<file path="src/rtl/spt_ram.sv">
// Generic single-write, single-read RAM with registered read data.
`default_nettype none

module spt_ram #(
   parameter int WIDTH = 32,
   parameter int DEPTH = 64
) (
   input  wire logic                                      clock,
   input  wire logic                                      wr_en,
   input  wire logic [(DEPTH > 1 ? $clog2(DEPTH) : 1)-1:0] wr_addr,
   input  wire logic [WIDTH-1:0]                          wr_data,
   input  wire logic [(DEPTH > 1 ? $clog2(DEPTH) : 1)-1:0] rd_addr,
   output logic      [WIDTH-1:0]                          rd_data
);

   logic [WIDTH-1:0] mem_ff [DEPTH];
   logic [WIDTH-1:0] rd_data_ff;

   always_ff @(posedge clock) begin
      if (wr_en) begin
         mem_ff[wr_addr] <= wr_data;
      end
      rd_data_ff <= mem_ff[rd_addr];
   end

   assign rd_data = rd_data_ff;

endmodule

`default_nettype wire

</file>
<file path="config.mk">
export PLATFORM = sky130hd
export DESIGN_NAME = spt_ram
export DESIGN_NICKNAME = d
export VERILOG_FILES = /design/src/rtl/spt_ram.sv
export SDC_FILE = /design/constraint.sdc
export NUM_CORES = 2
export LEC_CHECK = 0
export CORE_AREA = 2 2 664 402
export DETAILED_ROUTE_END_ITERATION = 8
export DIE_AREA = 0 0 666 404
export DONT_BUFFER_PORTS = 1
export GPL_ROUTABILITY_DRIVEN = 0
export MAX_ROUTING_LAYER = met4
export PLACE_DENSITY = 0.42
export SETUP_SLACK_MARGIN = 0.5
export SYNTH_ARGS = -nofsm -noshare
export SYNTH_HDL_FRONTEND = slang
export SYNTH_SLANG_ARGS = --single-unit
</file>
<file path="constraint.sdc">
create_clock -name clock -period 3.96 [get_ports clock]
set_input_delay 0.594 -clock clock [delete_from_list [all_inputs] [get_ports clock]]
set_output_delay 0.594 -clock clock [all_outputs]
set_load 0.01 [all_outputs]
</file>
==> results.sh <==
export IMPL_drc=0
export IMPL_clock_path_buffers=4
export IMPL_swShare_pct=21.3
export IMPL_arrival_ns=4.15
export IMPL_synth_area_mux_share_pct=16.8
export IMPL_coreArea_um2=263000
export IMPL_slew_headroom_pct=-43.1
export IMPL_syn_instance_count=3324
export IMPL_syn_num_nets=3370
export IMPL_status="finished with violations"
export IMPL_hold_viol=0
export IMPL_ys_ff_latch=2080
export IMPL_placed_area_um2=83700
export IMPL_syn_area_per_cell_um2=23.6
export IMPL_wl_per_cell_um=32.9
export IMPL_grt_total_usage_pct=17.9
export IMPL_synth_compound_area_share_pct=1.67
export IMPL_switching_power_mw=9.65
export IMPL_synth_cell_types=34
export IMPL_dp_hpwl_mm=127
export IMPL_first_pass_iters=7
export IMPL_numClockSinks=2080
export IMPL_critical_path_required_ns=4.66
export IMPL_numCtsBuffers=203
export IMPL_seq_power_share_pct=54.2
export IMPL_cts_root_buf="clkbuf_16"
export IMPL_start_util_pct=29.9
export IMPL_gr_total_overflow=0
export IMPL_multi_input_area_um2=16000
export IMPL_postCtsSetupBuffers=0
export IMPL_die_height_um=404
export IMPL_worst_pin_slew_ns=2.15
export IMPL_cts_tree="done"
export IMPL_via_count=36700
export IMPL_holdWs_ns=0.0559
export IMPL_ys_flop_type="edfxtp_1"
export IMPL_finalNetCount=3542
export IMPL_finalCritPeriodShare_pct=87.3
export IMPL_stdcell_area_um2=90800
export IMPL_crit_type="primary input to register"
export IMPL_syn_to_final_growth_pct=15.7
export IMPL_first_global_vias=36300
export IMPL_io_pins=78
export IMPL_cp_max_fo=513
export IMPL_drive_gt1_share_pct=28.3
export IMPL_ir_drop_uv=323
export IMPL_crit_path_end_kind="register"
export IMPL_pwr_share_comb_pct=4.2
export IMPL_synth_area_um2=78500
export IMPL_final_cell_count_no_fill=7131
export IMPL_setup_worst_path_start_class="primary input"
export IMPL_crit_slowest_cell="mux4_2"
export IMPL_hold_path_class="primary input to register"
export IMPL_setup_viol=0
export IMPL_drt_iter0_drc=5136
export IMPL_synth_top_family_by_area="multiplexers"
export IMPL_ys_warn_count=0
export IMPL_ant_nets=0
export IMPL_seq_area_frac_synth_pct=79.1
export IMPL_cts_resized=0
export IMPL_mostFrequentLayoutCells="edfxtp_1 (2048), mux4_2 (544), clkbuf_16 (205), mux2i_1 (93), buf_4 (87)"
export IMPL_drv_cap=0
export IMPL_intPower_mw=35.6
export IMPL_mostFrequentLayoutCell="edfxtp_1"
export IMPL_post_place_cells=6735
export IMPL_grt_max_degree=514
export IMPL_share_clk_of_total_power_pct=41.6
export IMPL_vias_per_cell=5.14
export IMPL_clkLatencyLatePin_ns=0.86
export IMPL_path_cells="mux4_2 -> mux4_2 -> o22ai_1 -> nor2_1"
export IMPL_die_area_um2=269000
export IMPL_synth_async_reset_ratio_pct=0
export IMPL_fin_crit_ns=3.46
export IMPL_clock_fmax_mhz=289
export IMPL_slowest_delay_ns=1.16
export IMPL_htreeDepth=4
export IMPL_fin_tns_setup_ns=0
export IMPL_p_leak_nw=27.5
export IMPL_grt_setup_unrepaired="false"
export IMPL_grt_pass1_wl_mm=321
export IMPL_seqCellArea_um2=62100
export IMPL_wirelength_mm=235
export IMPL_synth_fa_ha_area_share_pct=0
export IMPL_synth_simple_area_share_pct=1.27
export IMPL_synth_edff_count=2048
export IMPL_power_density_nw_per_um2=499
export IMPL_num_rows=146
export IMPL_synth_xor_area_share_pct=0
export IMPL_die_x_um=666
export IMPL_violations="max-slew violations"
export IMPL_path_clk_slew_ns=0.06
export IMPL_fill_cells=24200
export IMPL_finClkSkew_ns=0.0433
export IMPL_slew_violations=113
export IMPL_crit_top_cell="mux4_2"
export IMPL_antenna_found_initial=13
export IMPL_port_buffers=0
final timing paths:
path,cells past startpoint,to,startpoint,slack [ns]
max,4,rd_data[30],rd_addr[0],0.50
min,2,rd_data[22],rd_addr[4],0.06
max reg2reg,4,rd_data[30],mem_ff[27][30],1.50
min reg2reg,4,rd_data[17],mem_ff[12][17],0.73
layout make-up:
class	count	area share, %
Sequential cell	2080	68.4
Multi-Input combinational cell	1062	17.6
Clock buffer	252	5.91
Tap cell	3478	4.79
Timing Repair Buffer	149	2.34
Clock inverter	109	0.948
Antenna cell	1	0.00276
flip-flops by register name (all words and copies together) (netlist names):
signal   cells
rd_data     32
mem_ff    2048
per-stage QoR:
stage / total power [mW] / worst slack, ns / util [%]
finish: 45.3 / 0.502 / 34.6
detailed placement: 26.4 / 0.565 / 31.9
global placement: 26.4 / 0.558 / 31.9
floorplan: 26.1 / 0.714 / -
global route: 46.7 / 1.41 / 34.6
CTS: 45.8 / 1.41 / 34.6
critical path: cells and delay by family:
family	cells	cell delay, ns
muxes	2	1.72
and+or+nand+nor	1	0.12
AOI/OAI and AO/OA	1	0.80
timing repair:
item                                    in CTS  in global routing
endpoints found under the setup margin       0                  0
hold buffers                                34                  0
endpoints found under the hold margin     2063                  0
cell families (layout without fill, tap and decap cells):
| logic type | after synthesis | in the layout |
|---|---|---|
| compound gates | 202 | 202 |
| buf+inv | 182 | 510 |
| flops | 2080 | 2080 |
| mux | 637 | 637 |
| other cells | 0 | 1 |
| simple gates | 223 | 223 |
power by group through the flow:
stage	clock network, mW	logic, mW	registers, mW
2_1_floorplan	0	1.19	24.9
3_3_place_gp	0	1.41	25.0
3_5_place_dp	0	1.40	25.0
4_1_cts	19.3	1.89	24.5
5_1_grt	20.2	1.98	24.5
6_report	18.9	1.89	24.5
cell usage after synthesis, drive strengths merged, types with 3 or more instances:
cell type     n  area [µm²]
a21oi        62         310
a22oi        12        90.1
a311oi        8        70.1
a41o          4        40.0
and3          4        25.0
buf         108         608
clkbuf       74         278
dfxtp        32         641
edfxtp     2048       61500
mux2i        93         931
mux4        544       12300
nand2        26        97.6
nand2b        8        50.1
nand3         5        25.0
nand3b        5        37.5
nor2        137         514
nor2b        15        93.8
nor3          7        35.0
o221ai       27         236
o22ai        84         526
o32ai         4        35.0
or2           3        18.8
or3           3        18.8
or3b          5        43.8
per-layer routing:
| layer | vias up | part of all wire [%] | global-route usage (%) | wire [µm] |
|---|---|---|---|---|
| li1 | 14600 | - | - | - |
| met1 | 20300 | 50 | 28.3 | 117000 |
| met2 | 1446 | 40 | 23.1 | 94200 |
| met3 | 276 | 8.1 | 4.05 | 19100 |
| met4 | 0 | 1.9 | 3.37 | 4480 |
| met5 | - | 0 | - | 0 |
No activity file was read; power rests on OpenSTA's default activity.
