==> src/rtl/spt_pkg.sv <==
// Shared types and constants for the spike train playback scheduler.
`default_nettype none

package spt_pkg;

   localparam int unsigned CHANNEL_W = 5;
   localparam int unsigned SLOT_W    = 6;
   localparam int unsigned TIME_W    = 32;
   localparam int unsigned COUNT_W   = 7;
   localparam int unsigned NUMCH_W   = 6;
   localparam int unsigned DELAY_W   = 20;
   localparam int unsigned CSR_IDX_W = 1;

   localparam logic [TIME_W-1:0] NEVER = '1;

   localparam logic [NUMCH_W-1:0] NUMCH_RESET = 6'd32;
   localparam logic [DELAY_W-1:0] DELAY_RESET = 20'd1000;

   localparam logic [CSR_IDX_W-1:0] CSR_NUM_CHANNELS = 1'b0;
   localparam logic [CSR_IDX_W-1:0] CSR_DELAY_TICKS  = 1'b1;

   typedef enum logic [1:0] {
      REQ_LOAD  = 2'd0,
      REQ_COUNT = 2'd1,
      REQ_TICK  = 2'd2
   } req_code_type;

   typedef struct packed {
      logic                 push;
      logic                 flush;
      logic [CHANNEL_W-1:0] channel;
   } evt_cmd_type;

endpackage

`default_nettype wire

==> src/rtl/spt_evt_out.sv <==
// Result stage: holds one fired event back to tag the last word of a tick.
`default_nettype none

module spt_evt_out (
   input  wire logic                        clock,
   input  wire logic                        reset,
   input  wire spt_pkg::evt_cmd_type        evt_cmd,
   input  wire logic [spt_pkg::TIME_W-1:0]  deliver_time,
   output logic                             rsp_valid,
   output logic [spt_pkg::CHANNEL_W-1:0]    rsp_fired_channel,
   output logic [spt_pkg::TIME_W-1:0]       rsp_deliver_time,
   output logic                             rsp_last
);

   import spt_pkg::*;

   logic                 held_vld_ff, held_vld_in;
   logic [CHANNEL_W-1:0] held_ch_ff, held_ch_in;
   logic                 rsp_valid_ff, rsp_valid_in;
   logic [CHANNEL_W-1:0] rsp_ch_ff, rsp_ch_in;
   logic [TIME_W-1:0]    rsp_time_ff, rsp_time_in;
   logic                 rsp_last_ff, rsp_last_in;

   always_comb begin
      held_vld_in  = held_vld_ff;
      held_ch_in   = held_ch_ff;
      rsp_valid_in = 1'b0;
      rsp_ch_in    = held_ch_ff;
      rsp_time_in  = deliver_time;
      rsp_last_in  = 1'b0;
      if (evt_cmd.push) begin
         rsp_valid_in = held_vld_ff;
         held_vld_in  = 1'b1;
         held_ch_in   = evt_cmd.channel;
      end else if (evt_cmd.flush) begin
         rsp_valid_in = held_vld_ff;
         rsp_last_in  = 1'b1;
         held_vld_in  = 1'b0;
      end
   end

   always_ff @(posedge clock) begin
      if (reset) begin
         held_vld_ff  <= 1'b0;
         rsp_valid_ff <= 1'b0;
      end else begin
         held_vld_ff  <= held_vld_in;
         rsp_valid_ff <= rsp_valid_in;
      end
      held_ch_ff  <= held_ch_in;
      rsp_ch_ff   <= rsp_ch_in;
      rsp_time_ff <= rsp_time_in;
      rsp_last_ff <= rsp_last_in;
   end

   assign rsp_valid         = rsp_valid_ff;
   assign rsp_fired_channel = rsp_ch_ff;
   assign rsp_deliver_time  = rsp_time_ff;
   assign rsp_last          = rsp_last_ff;

   a_push_flush_apart: assert property (@(posedge clock) disable iff (reset)
      !(evt_cmd.push && evt_cmd.flush))
      else $error("push and flush in the same cycle");

   a_flush_empties: assert property (@(posedge clock) disable iff (reset)
      evt_cmd.flush |=> !held_vld_ff)
      else $error("held event survived a flush");

   a_flush_tags_last: assert property (@(posedge clock) disable iff (reset)
      (evt_cmd.flush && held_vld_ff) |=> (rsp_valid && rsp_last))
      else $error("flush did not emit the last word");

endmodule

`default_nettype wire

==> config.mk <==
export PLATFORM = sky130hd
export DESIGN_NAME = spt_evt_out
export DESIGN_NICKNAME = d
export VERILOG_FILES = /design/src/rtl/spt_pkg.sv /design/src/rtl/spt_evt_out.sv
export SDC_FILE = /design/constraint.sdc
export NUM_CORES = 1
export LEC_CHECK = 0
export ABC_AREA = 1
export BUFFER_PORTS_ARGS = -buffer_cell sky130_fd_sc_hd__buf_2
export CAP_MARGIN = 20
export CORE_ASPECT_RATIO = 0.5
export CORE_UTILIZATION = 36
export CTS_CLUSTER_SIZE = 12
export DETAILED_ROUTE_END_ITERATION = 8
export GPL_TIMING_DRIVEN = 0
export MAX_ROUTING_LAYER = met4
export PLACE_DENSITY = 0.74
export SLEW_MARGIN = 20
export SYNTH_ARGS = -nofsm -noshare
export SYNTH_HDL_FRONTEND = slang
export SYNTH_SLANG_ARGS = --single-unit
==> constraint.sdc <==
create_clock -name clock -period 0.85 [get_ports clock]
set_clock_uncertainty 0.1 [all_clocks]
set_input_delay 0.1275 -clock clock [delete_from_list [all_inputs] [get_ports clock]]
set_output_delay 0.1275 -clock clock [all_outputs]
set_load 0.05 [all_outputs]
==> results of run 1 <==
-- cell families after synthesis --
logic type,after synthesis,synth area share (%)
AND/OR/NAND/NOR,7,3.39
buffers and inverters,3,1.13
flip-flops,45,95.5
-- per-stage QoR --
stage	instances	setup TNS (ns)	hold slack [ns]	power (µW)	utilization (%)
after floorplan	55	0	0.0552	2740	-
after global placement	171	0	0.130	2920	55.2
after detailed placement	171	0	0.131	2930	55.2
after CTS	217	-5.46	-0.0286	4470	86.9
after global routing	216	-7.31	-0.0246	4740	88.8
final	216	-6.28	-0.0178	4590	88.8
-- per-layer routing --
| layer | vias up | track usage, % | wire, µm |
|---|---|---|---|
| met4 | 0 | 15.4 | 85 |
| met5 | - | - | 0 |
| met2 | 24 | 39.4 | 1890 |
| met1 | 426 | 28.0 | 1520 |
| met3 | 10 | 8.71 | 97 |
| li1 | 413 | - | - |
-- registers in the layout, summed over array words and instances (netlist names) --
register,flops
held_ch_ff,5
held_vld_ff,1
rsp_deliver_time,32
rsp_valid,1
rsp_fired_channel,5
rsp_last,1
-- worst register-to-register path: stages, from the launching register on --
cell and delay [ns]:
dfxtp_1 0.31, nor2_1 0.16, nor2_2 0.06
-- final cells by class --
class / instances / area [µm²]
well taps: 37 / 46.3
clock buffers: 7 / 76.3
inverters: 3 / 11.3
flip-flops and latches: 45 / 1000
repair buffers: 116 / 1140
clock inverters: 1 / 3.75
fillers: 102 / 290
multi-input cells: 7 / 33.8
-- timing repair --
action                                 in CTS  in global routing
endpoints found under the hold margin      40                  1
pin swaps                                   0                  1
setup endpoints to repair                  39                 42
gates resized for setup                   136                 16
buffers inserted                            0                  0
-- final timing paths --
check	from	to	slack, ns	cells after the start
worst max-delay path	rsp_deliver_time[4]	rsp_deliver_time[4]	-0.20	1
worst min-delay path	evt_cmd[5]	rsp_last	-0.02	3
worst max register to register	held_vld_ff	held_vld_ff	0.12	2
worst min register to register	held_ch_ff[4]	rsp_fired_channel[4]	0.27	0
-- cells in the final DEF, fill, tap and decap left out --
cell / synthesis / layout
buf_2: 0 / 39
dfxtp_2: 0 / 39
dlygate4sd3_1: 0 / 37
buf_8: 0 / 33
buf_6: 0 / 6
clkbuf_8: 0 / 5
edfxtp_1: 5 / 5
nor2_1: 3 / 3
inv_2: 1 / 2
nand2_2: 2 / 2
clkbuf_1: 0 / 2
inv_1: 2 / 1
nor2_2: 1 / 1
nand2_1: 1 / 1
clkinv_1: 0 / 1
dfxtp_1: 40 / 1
dlymetal6s4s_1: 0 / 1
-- where the power goes --
part,internal (µW),leakage [µW],switching (µW)
Sequential,2300,0.000387,79.3
Clock,573,0.0000399,704
Combinational,444,0.000633,492
==> impl_metrics.yaml, run 1 <==
global_route:
  grt.total_usage_pct: 24.7
  grt_max_degree: 14
  antenna_found_initial: 0
  grt_pass1_vias: 920
  grt_first_pass_wirelength_um: 4750
  grt-ovfl-total: 0
setup_path:
  slowest_delay_ns: 0.36
  cp_cell_sequence: "buf_8"
  path_delay_family: "flip-flops"
  worst_setup_path_start_kind: "flip-flop"
  crit_type: "flip-flop to output port"
  crit_slowest_cell: "dfxtp_2"
  arrival_ns: 0.82
  critPathMaxFanout: 1
  cp.required_ns: 0.62
  end_kind: "output port"
  path_buf_inv: 1
timing:
  setup_slack_ns: -0.196
  finalHoldViolations: 1
  drv_slew: 0
  relSlewSlack_pct: 87.3
  setup_viol: 40
  tightest_slew_ns: 0.191
  min_period_ns: 1.05
  hold_slack_ns: -0.0178
  max_freq_ghz: 0.956
  period_share_pct: 123
  rsz0062_at_grt: "true"
power_and_ir_drop:
  p_leak_uw: 0.00106
  vdd_drop_max_uv: 1800
  power_density_nw_per_um2: 1980
yosys:
  synth.top_cell.area_share_pct: 80.4
  ys_seq_area_share_pct: 95.5
  synth_edf_count: 5
  syn_area_per_cell_um2: 18.1
  ys_ff_latch: 45
  syn_inst: 55
  yosys.area.top_type: "dfxtp_1"
  yosys-top-cells-count: "40 x dfxtp_1, 5 x edfxtp_1, 3 x nor2_1, 2 x inv_1, 2 x nand2_2"
  ys.flop_type: "dfxtp_1"
  syn-num-nets: 96
  synth.most_common_cell: "dfxtp_1"
  yosys_warnings: 0
  yosysUniqueCellTypes: 8
  netlist_area_um2: 996
  ys_top_cells_by_area: "dfxtp_1 80%, edfxtp_1 15%, nand2_2 1.3%"
  async_flop_share_pct: 0
routing:
  wl_per_cell_um: 16.6
  route.vias.total: 873
  final_antenna_net_count: 0
  drt_iter0_drc: 27
  via_per_inst: 4.04
  first_pass_iters: 4
  drcViolationCount: 0
  wl_um: 3600
cts:
  clkTransAtPathRegs_ns: 0.09
  cts_hold_buf: 38
  h-tree-depth: 2
  cts_root_buffer: "clkbuf_8"
  cts_tree: "built"
  cts_max_path_buffers: 2
  clock_sinks: 45
  clock_latency_ns: 0.31
  cts_buffers: 5
run_status:
  violations: "negative hold slack, negative setup slack"
  outcome: "complete, but fails checks"
min_path:
  hold_class: "primary input to flip-flop"
floorplan:
  die_w_um: 76.4
  core_um2: 2600
  ios: 80
  start_util_pct: 38.3
  row_count: 13
  fp.dieArea_um2: 2990
  die_y_um: 39.2
place:
  io_buffers: 79
  preCtsSetupSlack_ns: 0.0582
  hpwl_um: 1500
  gp_congestion: 0.682
  placed_area_um2: 1440
layout:
  syn2layout_area_growth_pct: 132
  finalNetCount: 219
  n_antenna_cell: 0
  finish.instance_area_um2: 2310
  drive_gt1_share_pct: 70.9
job:
  cap_violations: 0
Note: power is estimated with default switching activity, not from simulation.
==> run 2: changes to the inputs <==
BUFFER_PORTS_ARGS = -buffer_cell sky130_fd_sc_hd__buf_4   (was -buffer_cell sky130_fd_sc_hd__buf_2)
==> impl_metrics.yaml, run 2 (same netlist as run 1, synthesis figures left out) <==
global_route:
  grt_pass1_vias: 947
  grt_max_degree: 13
  grt_first_pass_wirelength_um: 5550
  grt-ovfl-total: 0
  antenna_found_initial: 0
  grt.total_usage_pct: 29.3
routing:
  drcViolationCount: 0
  wl_per_cell_um: 21.0
  first_pass_iters: 4
  route.vias.total: 922
  via_per_inst: 4.27
  wl_um: 4550
  final_antenna_net_count: 0
  drt_iter0_drc: 37
setup_path:
  arrival_ns: 0.83
  r2r-end: "held_vld_ff"
  critPathMaxFanout: 1
  path_buf_inv: 1
  r2r_start: "held_vld_ff"
  r2r_cells: 2
  cp.required_ns: 0.62
  r2r_slack_ns: 0.13
  crit_type: "flip-flop to output port"
  end_kind: "output port"
  path_depth: 1
  slowest_delay_ns: 0.36
  crit_slowest_cell: "dfxtp_2"
  worst_setup_path_start_kind: "flip-flop"
  path_delay_family: "flip-flops"
  cp_cell_sequence: "buf_6"
layout:
  final-seq-area_um2: 1000
  finalNonFillerCells: 216
  multi_input_area_um2: 33.8
  largest_reg_flops: 32
  n_fill_cell: 77
  n_antenna_cell: 0
  syn2layout_area_growth_pct: 142
  drive_gt1_share_pct: 70.9
  mostFrequentLayoutCells: "40 x buf_4, 39 x dfxtp_2, 35 x dlygate4sd3_1"
  finalNetCount: 219
  mostFrequentLayoutCell: "buf_4"
timing:
  setup-tns-final_ns: -6.65
  drv_slew: 0
  setup_slack_ns: -0.203
  rsz0062_at_grt: "true"
  period_share_pct: 124
  min_period_ns: 1.05
  setup_viol: 39
  tightest_slew_ns: 0.143
  hold_slack_ns: -0.0361
  finalHoldViolations: 1
  max_freq_ghz: 0.950
  relSlewSlack_pct: 90.4
power_and_ir_drop:
  vdd_drop_max_uv: 1840
  net-switching-power_uw: 1340
  clock_power_share_pct: 28.1
  p_int_uw: 3370
  combPwrFrac_pct: 21.4
  swShare_pct: 28.5
  power_density_nw_per_um2: 1960
  power_frac_seq_pct: 50.5
  p_leak_uw: 0.00110
  fin_total_pwr_uw: 4720
place:
  preCtsSetupSlack_ns: 0.123
  io_buffers: 79
  gp_congestion: 0.654
  hpwl_um: 1620
  dp_cells: 171
run_status:
  outcome: "complete, but fails checks"
  violations: "negative hold slack, negative setup slack"
min_path:
  holdCritStartpoint: "evt_cmd[5]"
  hold_path_end: "rsp_last"
  holdPathStages: 3
  hold_class: "primary input to flip-flop"
cts:
  clock_latency_ns: 0.31
  cts_tree: "built"
  clock_sinks: 45
  cts_root_buffer: "clkbuf_8"
  post_cts_buffers: 0
  h-tree-depth: 2
  cts_hold_buf: 37
  clkTransAtPathRegs_ns: 0.09
  cts_max_path_buffers: 2
  cts_buffers: 5
floorplan:
  ios: 80
  core_um2: 2600
  row_count: 13
  fp.dieArea_um2: 2990
  start_util_pct: 38.3
  die_y_um: 39.2
  die_w_um: 76.4
job:
  cap_violations: 0
## run 2: cell types whose count changed in the layout (fill, tap and decap cells not counted), sizes merged
cell	change
buf	+1
dlymetal6s4s	+1
clkbuf	+1
clkinv	-1
dlygate4sd3	-2
## run 2: metrics by stage
| step | util, % | instance area (µm²) | hold WS [ns] |
|---|---|---|---|
| final | 92.5 | 2410 | -0.0361 |
| after detailed placement | 62.8 | 1640 | 0.133 |
| after CTS | 90.7 | 2360 | -0.0430 |
| after global routing | 92.5 | 2410 | -0.0313 |
| after global placement | 62.8 | 1640 | 0.132 |
| after floorplan | - | 996 | 0.0552 |
## run 2: worst max path at each step
stage,startpoint,endpoint,slack [ns]
3_3_place_gp,rsp_fired_channel[4],rsp_fired_channel[4],0.15
2_1_floorplan,rsp_deliver_time[0],rsp_deliver_time[0],0.04
6_report,rsp_deliver_time[25],rsp_deliver_time[25],-0.20
4_1_cts,rsp_deliver_time[31],rsp_deliver_time[31],-0.16
5_1_grt,rsp_fired_channel[3],rsp_fired_channel[3],-0.22
3_5_place_dp,rsp_last,rsp_last,0.12
## run 2: cell type report
class | instances | share of cell area [%]
multi-input combinational | 7 | 1.40
clock buffer | 8 | 3.33
inverter | 3 | 0.468
tap | 37 | 1.92
timing repair buffer | 116 | 51.3
sequential | 45 | 41.5
## run 2: per-layer routing
metal | global-route usage (%) | vias up | part of all wire (%)
li1 | - | 412 | -
met1 | 31.9 | 480 | 43
met2 | 53.6 | 23 | 52
met3 | 9.18 | 7 | 3.8
met4 | 9.62 | 0 | 0.92
met5 | - | - | 0
## run 2: power groups by stage
stage | clock network, µW | registers (µW) | logic (µW)
after floorplan | 0 | 2720 | 14.8
after global placement | 0 | 2350 | 691
after detailed placement | 0 | 2350 | 698
after CTS | 1260 | 2360 | 944
after global routing | 1430 | 2390 | 1030
final | 1330 | 2380 | 1010
## run 2: timing repair
action	in CTS	in global routing
endpoints found under the hold margin	40	2
gates resized for setup	99	13
endpoints found under the setup margin	39	41
==> run 3: changes to the inputs <==
ABC_AREA = 0   (was 1)
==> impl_metrics.yaml, run 3 <==
run_status:
  outcome: "complete, but fails checks"
  violations: "design-rule violations, negative hold slack, negative setup slack"
yosys:
  yosysUniqueCellTypes: 8
  yosys.area.top_type: "dfxtp_1"
  syn_area_per_cell_um2: 19.5
  syn_inst: 51
  ys_seq_area_share_pct: 95.8
  syn-num-nets: 92
  yosys-top-cells-count: "40 x dfxtp_1, 5 x edfxtp_1"
  ys.flop_type: "dfxtp_1"
  ys_ff_latch: 45
  synth_edf_count: 5
  synth.top_cell.area_share_pct: 80.7
  synth.most_common_cell: "dfxtp_1"
  async_flop_share_pct: 0
  yosys_warnings: 0
  netlist_area_um2: 992
  ys_top_cells_by_area: "dfxtp_1 81%, edfxtp_1 15%, nor3b_2 1.3%"
global_route:
  grt_first_pass_wirelength_um: 6680
  grt_max_degree: 14
  antenna_found_initial: 0
  grt_pass1_vias: 1091
  grt-ovfl-total: 0
  grt.total_usage_pct: 35.0
job:
  cap_violations: 0
layout:
  finalNetCount: 215
  mostFrequentLayoutCells: "39 x buf_4, 39 x dfxtp_2, 37 x buf_8"
  n_antenna_cell: 0
  syn2layout_area_growth_pct: 145
  finish.instance_area_um2: 2430
  finalNonFillerCells: 212
  fin_util_pct: 93.2
  largest_reg_flops: 32
  drive_gt1_share_pct: 72.0
routing:
  final_antenna_net_count: 0
  via_per_inst: 4.52
  wl_um: 4990
  route.vias.total: 958
  first_pass_iters: 6
  drcViolationCount: 1
  wl_per_cell_um: 23.5
  drt_iter0_drc: 45
floorplan:
  row_count: 13
  die_w_um: 76.2
  fp.dieArea_um2: 2980
  core_um2: 2600
  die_y_um: 39.1
  start_util_pct: 38.1
  ios: 80
setup_path:
  path_buf_inv: 1
  crit_slowest_cell: "dfxtp_2"
  r2r_start: "held_vld_ff"
  slowest_delay_ns: 0.37
  arrival_ns: 0.82
  cp_cell_sequence: "buf_8"
  critPathMaxFanout: 1
  crit_type: "flip-flop to output port"
  r2r_cells: 2
  end_kind: "output port"
  r2r-end: "held_vld_ff"
  path_delay_family: "flip-flops"
  r2r_slack_ns: 0.14
  worst_setup_path_start_kind: "flip-flop"
  cp.required_ns: 0.62
timing:
  finalHoldViolations: 1
  drv_slew: 0
  relSlewSlack_pct: 89.9
  setup_slack_ns: -0.200
  rsz0062_at_grt: "true"
  max_freq_ghz: 0.952
  setup_viol: 41
  period_share_pct: 124
  min_period_ns: 1.05
  hold_slack_ns: -0.0140
  tightest_slew_ns: 0.151
place:
  gp_congestion: 0.629
  placed_area_um2: 1630
  dp_cells: 167
  hpwl_um: 1730
  io_buffers: 79
min_path:
  hold_path_end: "rsp_last"
  holdCritStartpoint: "evt_cmd[6]"
  holdPathStages: 2
  hold_class: "primary input to flip-flop"
power_and_ir_drop:
  combPwrFrac_pct: 21.6
  net-switching-power_uw: 1370
  power_frac_seq_pct: 50.4
  p_int_uw: 3370
  clock_power_share_pct: 28.0
  fin_total_pwr_uw: 4740
  power_density_nw_per_um2: 1960
  p_leak_uw: 0.00110
  swShare_pct: 28.9
  vdd_drop_max_uv: 1920
cts:
  cts_max_path_buffers: 2
  clkTransAtPathRegs_ns: 0.09
  cts_tree: "built"
  cts_root_buffer: "clkbuf_8"
  h-tree-depth: 2
  clock_latency_ns: 0.29
  cts_buffers: 5
  cts_hold_buf: 40
  clock_sinks: 45
[run 3: cell types whose count changed in the layout (fill, tap and decap cells not counted), moves of 2 or more]
cell      before  now
clkbuf_1       3    1
clkinv_2       0    2
nor2_1         3    1
nand2_2        2    0
buf_6          7    2
buf_8         32   37
[run 3: power groups by stage]
stage	Clock, µW	Combinational, µW	Sequential (µW)
floorplan	0	10.9	2720
global route	1430	1040	2400
global placement	0	688	2350
CTS	1260	967	2360
detailed placement	0	696	2360
finish	1330	1030	2390
[run 3: what timing repair did]
action / 4_1_cts / 5_1_grt
cloned: 0 / 0
endpoints found under the setup margin: 39 / 43
gates resized for setup: 106 / 11
buffers inserted: 0 / 0
pin swaps: 0 / 1
hold endpoints to repair: 40 / 1
[run 3: how the worst max path moves through the flow]
stage	start	to	cells after the start
final	rsp_fired_channel[1]	rsp_fired_channel[1]	1
after global placement	rsp_fired_channel[0]	rsp_fired_channel[0]	1
after detailed placement	rsp_fired_channel[0]	rsp_fired_channel[0]	1
after CTS	rsp_fired_channel[0]	rsp_fired_channel[0]	1
after global routing	rsp_fired_channel[1]	rsp_fired_channel[1]	1
after floorplan	rsp_deliver_time[0]	rsp_deliver_time[0]	0
[run 3: layout make-up]
cell class | instances | area [µm²]
repair buffers | 116 | 1260
flip-flops and latches | 45 | 1000
fillers | 75 | 176
clock buffers | 6 | 72.6
well taps | 37 | 46.3
multi-input cells | 5 | 37.5
clock inverters | 2 | 10.0
inverters | 1 | 3.75
[run 3: per-stage QoR]
step	setup TNS, ns	setup WS, ns
finish	-6.67	-0.200
global route	-7.56	-0.224
CTS	-6.00	-0.171
detailed placement	0	0.102
global placement	0	0.132
floorplan	0	0.0352
[run 3: logic make-up after synthesis]
family	Yosys count	synth area share, %
AO/OA/AOI/OAI	1	0.883
buffers and inverters	1	0.378
flip-flops	45	95.8
AND/OR/NAND/NOR	4	2.90
[run 3: per-layer routing]
layer  GRT usage [%]  vias to the layer above  wire length [µm]
li1                -                      404                 -
met1            37.3                      481              1880
met2            68.5                       55              2670
met3            7.76                       18               272
met4            12.0                        0               165
met5               -                        -                 0
